===== config.mk =====
export PLATFORM = sky130hd
export DESIGN_NAME = mzg_ctrl
export DESIGN_NICKNAME = d
export VERILOG_FILES = /design/src/sv/mzg_pkg.sv /design/src/sv/mzg_ctrl.sv
export SDC_FILE = /design/constraint.sdc
export NUM_CORES = 1
export LEC_CHECK = 0
export ABC_CLOCK_PERIOD_IN_PS = 1500
export BUFFER_PORTS_ARGS = -buffer_cell sky130_fd_sc_hd__buf_2
export CORE_AREA = 3 3 40 42
export CTS_BUF_LIST = sky130_fd_sc_hd__clkbuf_16
export CTS_CLUSTER_DIAMETER = 150
export CTS_CLUSTER_SIZE = 16
export DETAILED_ROUTE_END_ITERATION = 16
export DIE_AREA = 0 0 43 45
export GPL_TIMING_DRIVEN = 0
export PLACE_DENSITY = 0.73
export REMOVE_ABC_BUFFERS = 1
export SLEW_MARGIN = 30
export SYNTH_ARGS = -nofsm -noshare
export SYNTH_HDL_FRONTEND = slang
export SYNTH_SLANG_ARGS = --single-unit

===== constraint.sdc =====
create_clock -name clk -period 1.5 [get_ports clk]
set_input_delay 0.075 -clock clk [delete_from_list [all_inputs] [get_ports clk]]
set_output_delay 0.075 -clock clk [all_outputs]
set_load 0.05 [all_outputs]

===== src/sv/mzg_pkg.sv =====
// shared types, state codes and helper functions of the maze generator
package mzg_pkg;

  // one search frame: cell coordinates, shuffled directions and loop position
  typedef struct packed {
    logic [7:0]      x;
    logic [7:0]      y;
    logic [3:0][1:0] order;
    logic [2:0]      pos;
  } frame_t;

  // direction codes
  localparam logic [1:0] DIR_XP = 2'd0;
  localparam logic [1:0] DIR_XM = 2'd1;
  localparam logic [1:0] DIR_YP = 2'd2;
  localparam logic [1:0] DIR_YM = 2'd3;

  // command codes
  localparam logic CMD_GEN  = 1'b0;
  localparam logic CMD_READ = 1'b1;

  // status codes
  localparam logic STAT_OK  = 1'b0;
  localparam logic STAT_ERR = 1'b1;

  // register byte offset bit that selects the register slot
  localparam logic REG_SEED = 1'b0;

  // identity direction order
  localparam logic [3:0][1:0] ORDER_INIT = {DIR_YM, DIR_YP, DIR_XM, DIR_XP};

  typedef enum logic [3:0] {
    ST_IDLE,
    ST_READ,
    ST_FILL,
    ST_OPEN_START,
    ST_SHUF_RNG,
    ST_SHUF_SWAP,
    ST_LOOP,
    ST_PROBE,
    ST_OPEN_NEXT,
    ST_OPEN_MID,
    ST_POP_LOAD,
    ST_OPEN_EXIT
  } ctl_state_t;

  // commands from controller to datapath
  typedef struct packed {
    logic load_in;
    logic rd_cell;
    logic res_read;
    logic res_err;
    logic res_gen;
    logic fill_step;
    logic open_start;
    logic rng_step;
    logic swap_apply;
    logic loop_step;
    logic open_next;
    logic open_mid;
    logic pop_issue;
    logic pop_load;
    logic open_exit;
  } ctl_cmd_t;

  // status from datapath to controller
  typedef struct packed {
    logic in_ok;
    logic fill_last;
    logic shuf_last;
    logic pos_done;
    logic depth_one;
    logic nb_interior;
    logic probe_wall;
  } dp_stat_t;

  // xorshift32 step
  function automatic logic [31:0] xorshift(input logic [31:0] v);
    logic [31:0] a;
    logic [31:0] b;
    a = v ^ (v << 13);
    b = a ^ (a >> 17);
    return b ^ (b << 5);
  endfunction

  // remainder by three: base-4 digits each weigh one modulo three
  function automatic logic [1:0] mod3(input logic [31:0] v);
    logic [5:0] s;
    logic [3:0] t;
    s = '0;
    for (int k = 0; k < 16; k++) begin
      s = s + 6'(v[2*k +: 2]);
    end
    t = 4'(s[5:4]) + 4'(s[3:2]) + 4'(s[1:0]);
    if (t >= 4'd6) t = t - 4'd6;
    else if (t >= 4'd3) t = t - 4'd3;
    return t[1:0];
  endfunction

endpackage


===== src/sv/mzg_ctrl.sv =====
// sequencing state machine of the maze generator
module mzg_ctrl import mzg_pkg::*; (
  input  logic       clk,
  input  logic       rst_n,
  input  logic       start,
  input  logic       in_command,
  input  dp_stat_t   stat,
  output ctl_cmd_t   cmd,
  output logic       busy
);

  ctl_state_t state_r, state_nxt;

  // state register
  always_ff @(posedge clk) begin
    if (!rst_n) state_r <= ST_IDLE;
    else state_r <= state_nxt;
  end

  // next state
  always_comb begin
    state_nxt = state_r;
    unique case (state_r)
      ST_IDLE: begin
        if (start && stat.in_ok) begin
          state_nxt = (in_command == CMD_READ) ? ST_READ : ST_FILL;
        end
      end
      ST_READ: state_nxt = ST_IDLE;
      ST_FILL: if (stat.fill_last) state_nxt = ST_OPEN_START;
      ST_OPEN_START: state_nxt = ST_SHUF_RNG;
      ST_SHUF_RNG: state_nxt = ST_SHUF_SWAP;
      ST_SHUF_SWAP: state_nxt = stat.shuf_last ? ST_LOOP : ST_SHUF_RNG;
      ST_LOOP: begin
        if (stat.pos_done) state_nxt = stat.depth_one ? ST_OPEN_EXIT : ST_POP_LOAD;
        else if (stat.nb_interior) state_nxt = ST_PROBE;
      end
      ST_PROBE: state_nxt = stat.probe_wall ? ST_OPEN_NEXT : ST_LOOP;
      ST_OPEN_NEXT: state_nxt = ST_OPEN_MID;
      ST_OPEN_MID: state_nxt = ST_SHUF_RNG;
      ST_POP_LOAD: state_nxt = ST_LOOP;
      ST_OPEN_EXIT: state_nxt = ST_IDLE;
      default: state_nxt = ST_IDLE;
    endcase
  end

  // command outputs
  always_comb begin
    cmd = '0;
    unique case (state_r)
      ST_IDLE: begin
        if (start) begin
          cmd.load_in = stat.in_ok;
          cmd.rd_cell = stat.in_ok && (in_command == CMD_READ);
          cmd.res_err = !stat.in_ok;
        end
      end
      ST_READ:       cmd.res_read = 1'b1;
      ST_FILL:       cmd.fill_step = 1'b1;
      ST_OPEN_START: cmd.open_start = 1'b1;
      ST_SHUF_RNG:   cmd.rng_step = 1'b1;
      ST_SHUF_SWAP:  cmd.swap_apply = 1'b1;
      ST_LOOP: begin
        cmd.loop_step = !stat.pos_done;
        cmd.pop_issue = stat.pos_done && !stat.depth_one;
      end
      ST_PROBE:      ;
      ST_OPEN_NEXT:  cmd.open_next = 1'b1;
      ST_OPEN_MID:   cmd.open_mid = 1'b1;
      ST_POP_LOAD:   cmd.pop_load = 1'b1;
      ST_OPEN_EXIT: begin
        cmd.open_exit = 1'b1;
        cmd.res_gen = 1'b1;
      end
      default: ;
    endcase
  end

  assign busy = (state_r != ST_IDLE);

endmodule


==> key figures, run 1 <==
Yosys
  • Top cell type's share of synthesized area: 0.1823
  • YS warnings: 0
  • Sequential area share after synthesis: 0.1823
  • Largest cells by area after synthesis: dfxtp_1, nor2_1, nand2b_2
  • Mapped cell area: between 400 and 500 sq um
  • Synth area leader: dfxtp_1
  • Post-Syn Instances: between 50 and 60
  • Yosys cell types: 31
  • Mean Syn Cell Area: 7.572 sq um
  • Flops & latches, synth: 4

STA
  • Period utilization: 0.9837
  • Endpoints failing setup: 0
  • Pins Over Slew Limit: 0
  • RSZ-0062 raised after global routing: true
  • Hold Vio Cnt, Final: 0
  • Fmax: about 0.68 GHz
  • Skew final: 0.6094 ps
  • Relative slew slack: 0.7968
  • Setup TNS Final: 0 ps
  • Slew @ Worst Pin: just over 300 ps
  • Final Critical Period: about 1500 ps

Power
  • Pwr Total: approximately 800 uW
  • P_leak: approximately 0.38 nW
  • Sw power: approximately 240 uW
  • Switching share of power: 0.2981
  • Pwr/cell area: 1022 nW/um^2
  • Comb power frac: 0.316
  • Int Pwr: approximately 560 uW
  • Peak supply drop: 0.4719 mV
  • Flop pwr share: 0.167
  • Clk pwr share: 0.516

Floorplan
  • Die area: 1935 sq um
  • Die Wd: between 40 and 50 um
  • I/O pins: 27
  • Core Region: 1285 sq um
  • Initial Util: 0.3418
  • Rows: 13
  • Die height: between 40 and 50 um

Placement
  • GPL Wtd Cong: ~0.7
  • Post-detail-place hpwl: about 840 um
  • Port Buffers: 26

Clocking
  • Clk slew on worst S/H paths: about 30 ps
  • CTS tree: built
  • Max Buffers Root-to-Sink: 2
  • Number of buffers inserted by hold repair at cts: 0
  • Clk sinks: 4
  • Clk root buf: clkbuf_16
  • Clk_lat worst skew: ~220 ps
  • CTS buffer count: 3
  • H-tree levels: 1

Final layout
  • # diodes: 0
  • Largest register FFs: 4
  • Layout cells sized above 1: 0.6129
  • Nets: approximately 110
  • Largest reg by FF count: state_r
  • Commonest non-fill, non-tap cell in the layout: buf_2
  • Area Growth Syn to Fin: 77.21%
  • Fill count: roughly 110
  • Commonest cells after routing, fill and taps aside: buf_2, nor2_1, buf_4
  • Top flop regs: state_r (4)
  • Multi-input logic area: roughly 350 sq um
  • Register area: between 90 and 100 sq um

Setup path
  • Worst R2R Start: state_r[0]
  • Setup CP Type: reg2out
  • CP Launch Type: flip-flop
  • Reg2Reg Depth: 5
  • Crit-path max FO: 8
  • Crit path launch: state_r[0]
  • Worst EP required: approximately 1400 ps
  • Critical Path End: cmd[2]
  • Crit. End Element: primary output
  • R2r endpoint: state_r[1]
  • Reg2reg setup slack: around 110 ps
  • Worst EP arrival: between 1000 and 1500 ps

Global route
  • First-pass GRT wire length: 1897 um
  • Aggregate global routing overflow: 0
  • Tot GR Track Use: 0.1281
  • Vias in the first global route: between 400 and 500
  • Largest net degree at the start of global routing: 15
  • Antenna violations before repair: 0

Detailed routing
  • Residual DRC: 0
  • Routed Antenna Nets: 0
  • WL per Instance: 12.97 um
  • Via Count: 545
  • Starting DRT DRC Count: 14
  • Vias per std cell: between 5 and 6
  • Number of detailed-route iterations in the first pass: 4
  • DRT Wirelength: about 1400 um

Status
  • Outcome: completed

Worst hold path
  • Worst Hold Class: in2reg

Job
  • Max Cap Viol: 0
stage by stage:
step / utilization / instances / cell area (sq um) / setup WS [ps] / hold slack (ps)
6_report: 0.6056 / 108 / 778.2 / 24.40 / 108.1
5_1_grt: 0.6056 / 108 / 778.2 / -41.86 / 124.4
4_1_cts: 0.5268 / 97 / 676.9 / 4.006 / 109.6
3_5_place_dp: 0.4314 / 94 / 554.3 / -65.67 / 336.5
3_3_place_gp: 0.4314 / 94 / 554.3 / -37.31 / 334.1
2_1_floorplan: - / 53 / 405.4 / -645.2 / 192.5
power groups by stage:
stage / sequential, mW / clock (mW) / combinational (mW)
finish: 0.133 / 0.411 / 0.252
global route: 0.135 / 0.424 / 0.270
CTS: 0.140 / 0.414 / 0.197
detailed placement: 0.140 / 0 / 0.189
global placement: 0.138 / 0 / 0.186
floorplan: 0.133 / 0 / 0.144
area by class of cell:
class,instances,area share
inverters,1,0.004823
repair buffers,37,0.2974
well taps,15,0.02412
flip-flops and latches,4,0.1222
clock buffers,3,0.09646
multi-input cells,48,0.4550
routing by layer:
metal  part of all wire  track usage  vias to the layer above
met4              0.018      0.05422                        0
met1               0.41       0.1587                      231
met2               0.48       0.2246                       32
li1                   -            -                      278
met3              0.095      0.01594                        4
met5                  0            0                        -
what timing repair did:
action	4_1_cts	5_1_grt
buffers inserted	0	11
endpoints found under the setup margin	7	6
gates resized for setup	15	6
pin swaps	0	4
synthesized netlist by cell type, drive strengths merged:
cell and instances:
buf 5, nor4b 1, nand2b 4, nor2 11, nor2b 2, o21bai 1
nand3 1, o21a 2, a311oi 1, o311a 1, inv 1, nor4 2
or2 1, and2 1, mux2i 1, a21oi 2, o31ai 1, or4 1
nor3 5, or2b 1, mux2 1, dfxtp 4, nor3b 1, nand2 5
o21ai 1, and4b 1
worst max-delay path: stages (launching register included):
cell	delay, ps
dfxtp_4	370
nand2b_4	170
or2_4	280
nor3b_4	180
buf_6	180
cells by family after synthesis:
kind of cell,count (synthesis),synth area share
AOI/OAI and AO/OA,9,0.1766
buffers and inverters,6,0.08546
DFF,4,0.1823
muxes,2,0.04843
and+or+nand+nor,37,0.5072
worst min-delay path by stage:
stage / end / cells after the start / slack (ps) / start
floorplan: state_r[3] / 1 / 190 / rst_n
CTS: state_r[3] / 2 / 110 / rst_n
detailed placement: state_r[3] / 2 / 340 / rst_n
global placement: state_r[3] / 2 / 330 / rst_n
global route: state_r[2] / 2 / 120 / rst_n
finish: state_r[3] / 2 / 110 / rst_n
Note: power is estimated with default switching activity, not from simulation.
==> run 2, diff against run 1 <==
Settings changed: SETUP_SLACK_MARGIN set to 0.4.
==> key figures, run 2 (synthesis results as in run 1) <==
Clocking
  • Clk slew on worst S/H paths: 30 ps
  • Clk root buf: clkbuf_16
  • CTS buffer count: 3
  • H-tree levels: 1
  • Max Buffers Root-to-Sink: 2
  • CTS tree: built
  • Clk_lat worst skew: roughly 220 ps
  • Clk sinks: 4

Global route
  • Largest net degree at the start of global routing: 9
  • First-pass GRT wire length: between 3000 and 4000 um
  • Antenna violations before repair: 0
  • Aggregate global routing overflow: 0
  • Vias in the first global route: roughly 670
  • Tot GR Track Use: 0.2365

Final layout
  • Top flop regs: state_r (4)
  • Register area: 95.09 sq um
  • Multi-input logic area: slightly below 500 sq um
  • # diodes: 0
  • Commonest non-fill, non-tap cell in the layout: buf_6
  • Fill count: 45
  • Nets: between 100 and 150
  • Largest register FFs: 4
  • Layout cells sized above 1: 0.8173
  • Area Growth Syn to Fin: 157.8%
  • Largest reg by FF count: state_r
  • Commonest cells after routing, fill and taps aside: buf_6, buf_4, buf_2
  • Final Util: 0.8812
  • Final Instance Area: between 1000 and 1500 sq um

STA
  • Fmax: about 0.63 GHz
  • Period utilization: 1.057
  • RSZ-0062 raised after global routing: true
  • Relative slew slack: 0.7944
  • Pins Over Slew Limit: 0
  • Setup WS post-layout: -86.17 ps
  • Slew @ Worst Pin: between 300 and 400 ps
  • Skew final: approximately 2.2 ps
  • Setup TNS Final: -124.5 ps
  • Final Critical Period: 1586 ps
  • Endpoints failing setup: 2
  • Hold Vio Cnt, Final: 0

Setup path
  • Worst R2R Start: state_r[0]
  • Crit. End Element: primary output
  • Reg2Reg Depth: 5
  • CP Launch Type: flip-flop
  • R2r endpoint: state_r[1]
  • Setup CP Type: reg2out
  • Worst EP required: ~1400 ps
  • Reg2reg setup slack: between 100 and 150 ps
  • Crit-path max FO: 7
  • Worst EP arrival: ~1500 ps

Job
  • Max Cap Viol: 0

Placement
  • Port Buffers: 26
  • Area post-placement: approximately 550 sq um
  • GPL Wtd Cong: 0.7075
  • Setup WS pre-CTS: -65.67 ps
  • Post-detail-place hpwl: approximately 840 um

Floorplan
  • I/O pins: 27
  • Die area: about 1900 sq um
  • Die height: approximately 45 um
  • Core Region: approximately 1300 sq um
  • Die Wd: 43 um
  • Initial Util: 0.3418
  • Rows: 13

Detailed routing
  • Vias per std cell: 5.899
  • Residual DRC: 0
  • Number of detailed-route iterations in the first pass: 4
  • DRT Wirelength: between 2000 and 2500 um
  • Via Count: roughly 700
  • WL per Instance: between 20 and 25 um
  • Starting DRT DRC Count: 26
  • Routed Antenna Nets: 0

Status
  • Failing checks: negative setup slack
  • Outcome: finished, violations left

Power
  • Pwr Total: about 960 uW
  • Peak supply drop: between 0.8 and 0.9 mV
  • P_leak: 0.4675 nW
  • Pwr/cell area: roughly 850 nW/um^2

Worst hold path
  • WHS Endpoint: state_r[1]
  • Hold-critical path depth: 2
  • Min-delay src: rst_n
  • Worst Hold Class: in2reg
-- run 2: changes by cell type in the layout (fill, tap and decap cells not counted), moves of 2 or more --
cell and delta:
nor2_4 +4, nor2_1 -6, buf_2 -12, nor3_4 +5, buf_8 +4, nor3_1 -5
buf_6 +20, buf_4 +2, clkbuf_4 -2, nor2_2 +2
-- run 2: stage by stage --
stage / cells / hold WS [ps]
after floorplan: 53 / 192.5
after global placement: 94 / 334.1
after detailed placement: 94 / 336.5
after CTS: 112 / 109.6
after global routing: 119 / 130.8
final: 119 / 130.2
-- run 2: per-layer routing --
metal | track usage | wire (um) | up-vias
met5 | 0 | 0 | -
met3 | 0.05179 | 205 | 12
met4 | 0.1265 | 115 | 0
li1 | - | - | 303
met1 | 0.2386 | 1019 | 336
met2 | 0.4521 | 1141 | 51
-- run 2: repair_timing --
item / in CTS / in global routing
setup buffers: 15 / 7
hold endpoints to repair: 0 / 0
gates resized for setup: 54 / 39
endpoints found under the setup margin: 20 / 20
pin swaps: 11 / 7
hold buffers: 0 / 0
-- run 2: area by class of cell --
type,count,share of cell area
sequential,4,0.08398
multi-input combinational,48,0.4309
timing repair buffer,48,0.3989
tap,15,0.01657
clock buffer,3,0.06630
inverter,1,0.003315
-- run 2: power breakdown --
group / leakage [nW] / total, mW / internal (mW) / switching [mW]
sequential: 0.0355 / 0.129 / 0.112 / 0.0165
combinational: 0.395 / 0.420 / 0.195 / 0.225
clock: 0.0370 / 0.409 / 0.340 / 0.0689
total: 0.467 / 0.958 / 0.647 / 0.311
-- run 2: worst max-delay path by stage --
stage	start	endpoint	slack, ps	cells after the start
after floorplan	state_r[2]	cmd[2]	-650	3
after global placement	state_r[2]	cmd[2]	-40	4
after detailed placement	state_r[2]	cmd[2]	-70	4
after CTS	state_r[0]	cmd[2]	80	4
after global routing	state_r[2]	cmd[13]	-110	5
final	state_r[2]	cmd[13]	-90	5
-- run 2: critical path, stage by stage (launching register included) --
cell     delay [ps]
dfxtp_4         380
nor4_4          370
inv_2           110
nor2_4          130
and2_4          170
buf_8           140
==> run 3, diff against run 2 <==
==> constraint.sdc (replaced) <==
create_clock -name clk -period 1.5 [get_ports clk]
set_input_delay 0.15 -clock clk [delete_from_list [all_inputs] [get_ports clk]]
set_output_delay 0.15 -clock clk [all_outputs]
set_load 0.05 [all_outputs]
==> key figures, run 3 (synthesis results as in run 1) <==
Status
  • Outcome: finished, violations left
  • Failing checks: negative setup slack

STA
  • Endpoints failing setup: 5
  • Pins Over Slew Limit: 0
  • Skew final: 1.257 ps
  • Relative slew slack: 0.8085
  • Period utilization: 1.093
  • Hold Vio Cnt, Final: 0
  • Final Critical Period: about 1600 ps
  • Slew @ Worst Pin: 285.1 ps
  • Fmax: roughly 0.61 GHz
  • Setup WS post-layout: -139.0 ps
  • RSZ-0062 raised after global routing: true
  • Setup TNS Final: -372.6 ps

Power
  • P_leak: ~0.49 nW
  • Int Pwr: ~630 uW
  • Switching share of power: 0.3373
  • Clk pwr share: 0.430
  • Peak supply drop: between 0.8 and 0.9 mV
  • Sw power: 323.1 uW
  • Flop pwr share: 0.135
  • Pwr Total: about 960 uW
  • Comb power frac: 0.435
  • Pwr/cell area: just over 800 nW/um^2

Floorplan
  • Die height: approximately 45 um
  • Rows: 13
  • Initial Util: 0.3418
  • Die area: between 1500 and 2000 sq um
  • Core Region: between 1000 and 1500 sq um
  • Die Wd: approximately 43 um
  • I/O pins: 27

Clocking
  • Clk slew on worst S/H paths: around 30 ps
  • Clk sinks: 4
  • Clk_lat worst skew: roughly 220 ps
  • CTS buffer count: 3
  • Clk root buf: clkbuf_16
  • Number of buffers inserted by hold repair at cts: 0
  • CTS tree: built
  • H-tree levels: 1
  • Max Buffers Root-to-Sink: 2

Job
  • Max Cap Viol: 0

Final layout
  • Register area: 95.09 sq um
  • Final Instance Area: ~1200 sq um
  • Area Growth Syn to Fin: 168.1%
  • Multi-input logic area: slightly above 500 sq um
  • Largest reg by FF count: state_r
  • Nets: between 100 and 150
  • Top flop regs: state_r (4)
  • Commonest cells after routing, fill and taps aside: buf_6, buf_2, buf_4
  • Largest register FFs: 4
  • Fill count: 37
  • Layout cells sized above 1: 0.8190
  • Commonest non-fill, non-tap cell in the layout: buf_6
  • Final Util: 0.9163
  • # diodes: 0

Setup path
  • Setup CP Type: reg2out
  • Worst EP arrival: ~1500 ps
  • CP Cell Sequence: nor4_4 > inv_2 > nor2_4 > and2_4 > buf_8
  • Worst EP required: approximately 1400 ps
  • Crit. End Element: primary output
  • CP Launch Type: flip-flop
  • Buffer and inverter count on the worst path: 2
  • CP delay by family, top: simple AND/OR/NAND/NOR gates
  • Slowest-stage cell, CP: dfxtp_4
  • Crit-path max FO: 6
  • Largest stage delay on the critical path: approximately 370 ps

Placement
  • Area post-placement: 554.3 sq um
  • GPL Wtd Cong: approximately 0.7
  • Setup WS pre-CTS: -140.7 ps
  • Port Buffers: 26
  • Post-detail-place hpwl: approximately 840 um

Global route
  • Aggregate global routing overflow: 0
  • Tot GR Track Use: 0.2413
  • First-pass GRT wire length: 3408 um
  • Largest net degree at the start of global routing: 8
  • Antenna violations before repair: 0
  • Vias in the first global route: approximately 650

Detailed routing
  • Number of detailed-route iterations in the first pass: 4
  • DRT Wirelength: 2953 um
  • Residual DRC: 0
  • WL per Instance: 24.61 um
  • Vias per std cell: ~6.1
  • Via Count: about 740
  • Starting DRT DRC Count: 34
  • Routed Antenna Nets: 0

Worst hold path
  • Worst Hold Class: in2reg
## run 3: worst paths after layout
check | cells after the start | startpoint | end | slack [ps]
max | 5 | state_r[2] | cmd[13] | -140
min | 2 | rst_n | state_r[3] | 210
max reg2reg | 4 | state_r[3] | state_r[1] | 50
min reg2reg | 3 | state_r[0] | state_r[1] | 760
## run 3: final cells by class
class | count | area share
Multi-Input combinational cell | 48 | 0.4389
Sequential cell | 4 | 0.08077
Tap cell | 15 | 0.01594
Clock buffer | 3 | 0.06376
Inverter | 1 | 0.003188
Timing Repair Buffer | 49 | 0.3974
## run 3: power by group through the flow
stage | sequential (mW) | combinational, mW | clock [mW]
floorplan | 0.133 | 0.144 | 0
global placement | 0.138 | 0.186 | 0
detailed placement | 0.140 | 0.189 | 0
CTS | 0.126 | 0.298 | 0.414
global route | 0.131 | 0.433 | 0.424
finish | 0.129 | 0.416 | 0.412
## run 3: layer usage
layer | share of wire | vias up | track usage | wire [um]
li1 | - | 302 | - | -
met1 | 0.39 | 352 | 0.2668 | 1153
met2 | 0.48 | 73 | 0.4461 | 1420
met3 | 0.10 | 9 | 0.04781 | 297
met4 | 0.028 | 0 | 0.1084 | 82
met5 | 0 | - | 0 | 0
## run 3: metrics by stage
step           hold WS (ps)  cells
5_1_grt               228.8    120
2_1_floorplan         267.5     53
3_5_place_dp          411.5     94
4_1_cts               184.6    113
3_3_place_gp          409.1     94
6_report              212.1    120
## run 3: what timing repair did
action                     CTS  global route
resized for setup           55            43
setup endpoints to repair   20            20
buffers inserted            16             7
pin swaps                   11            13
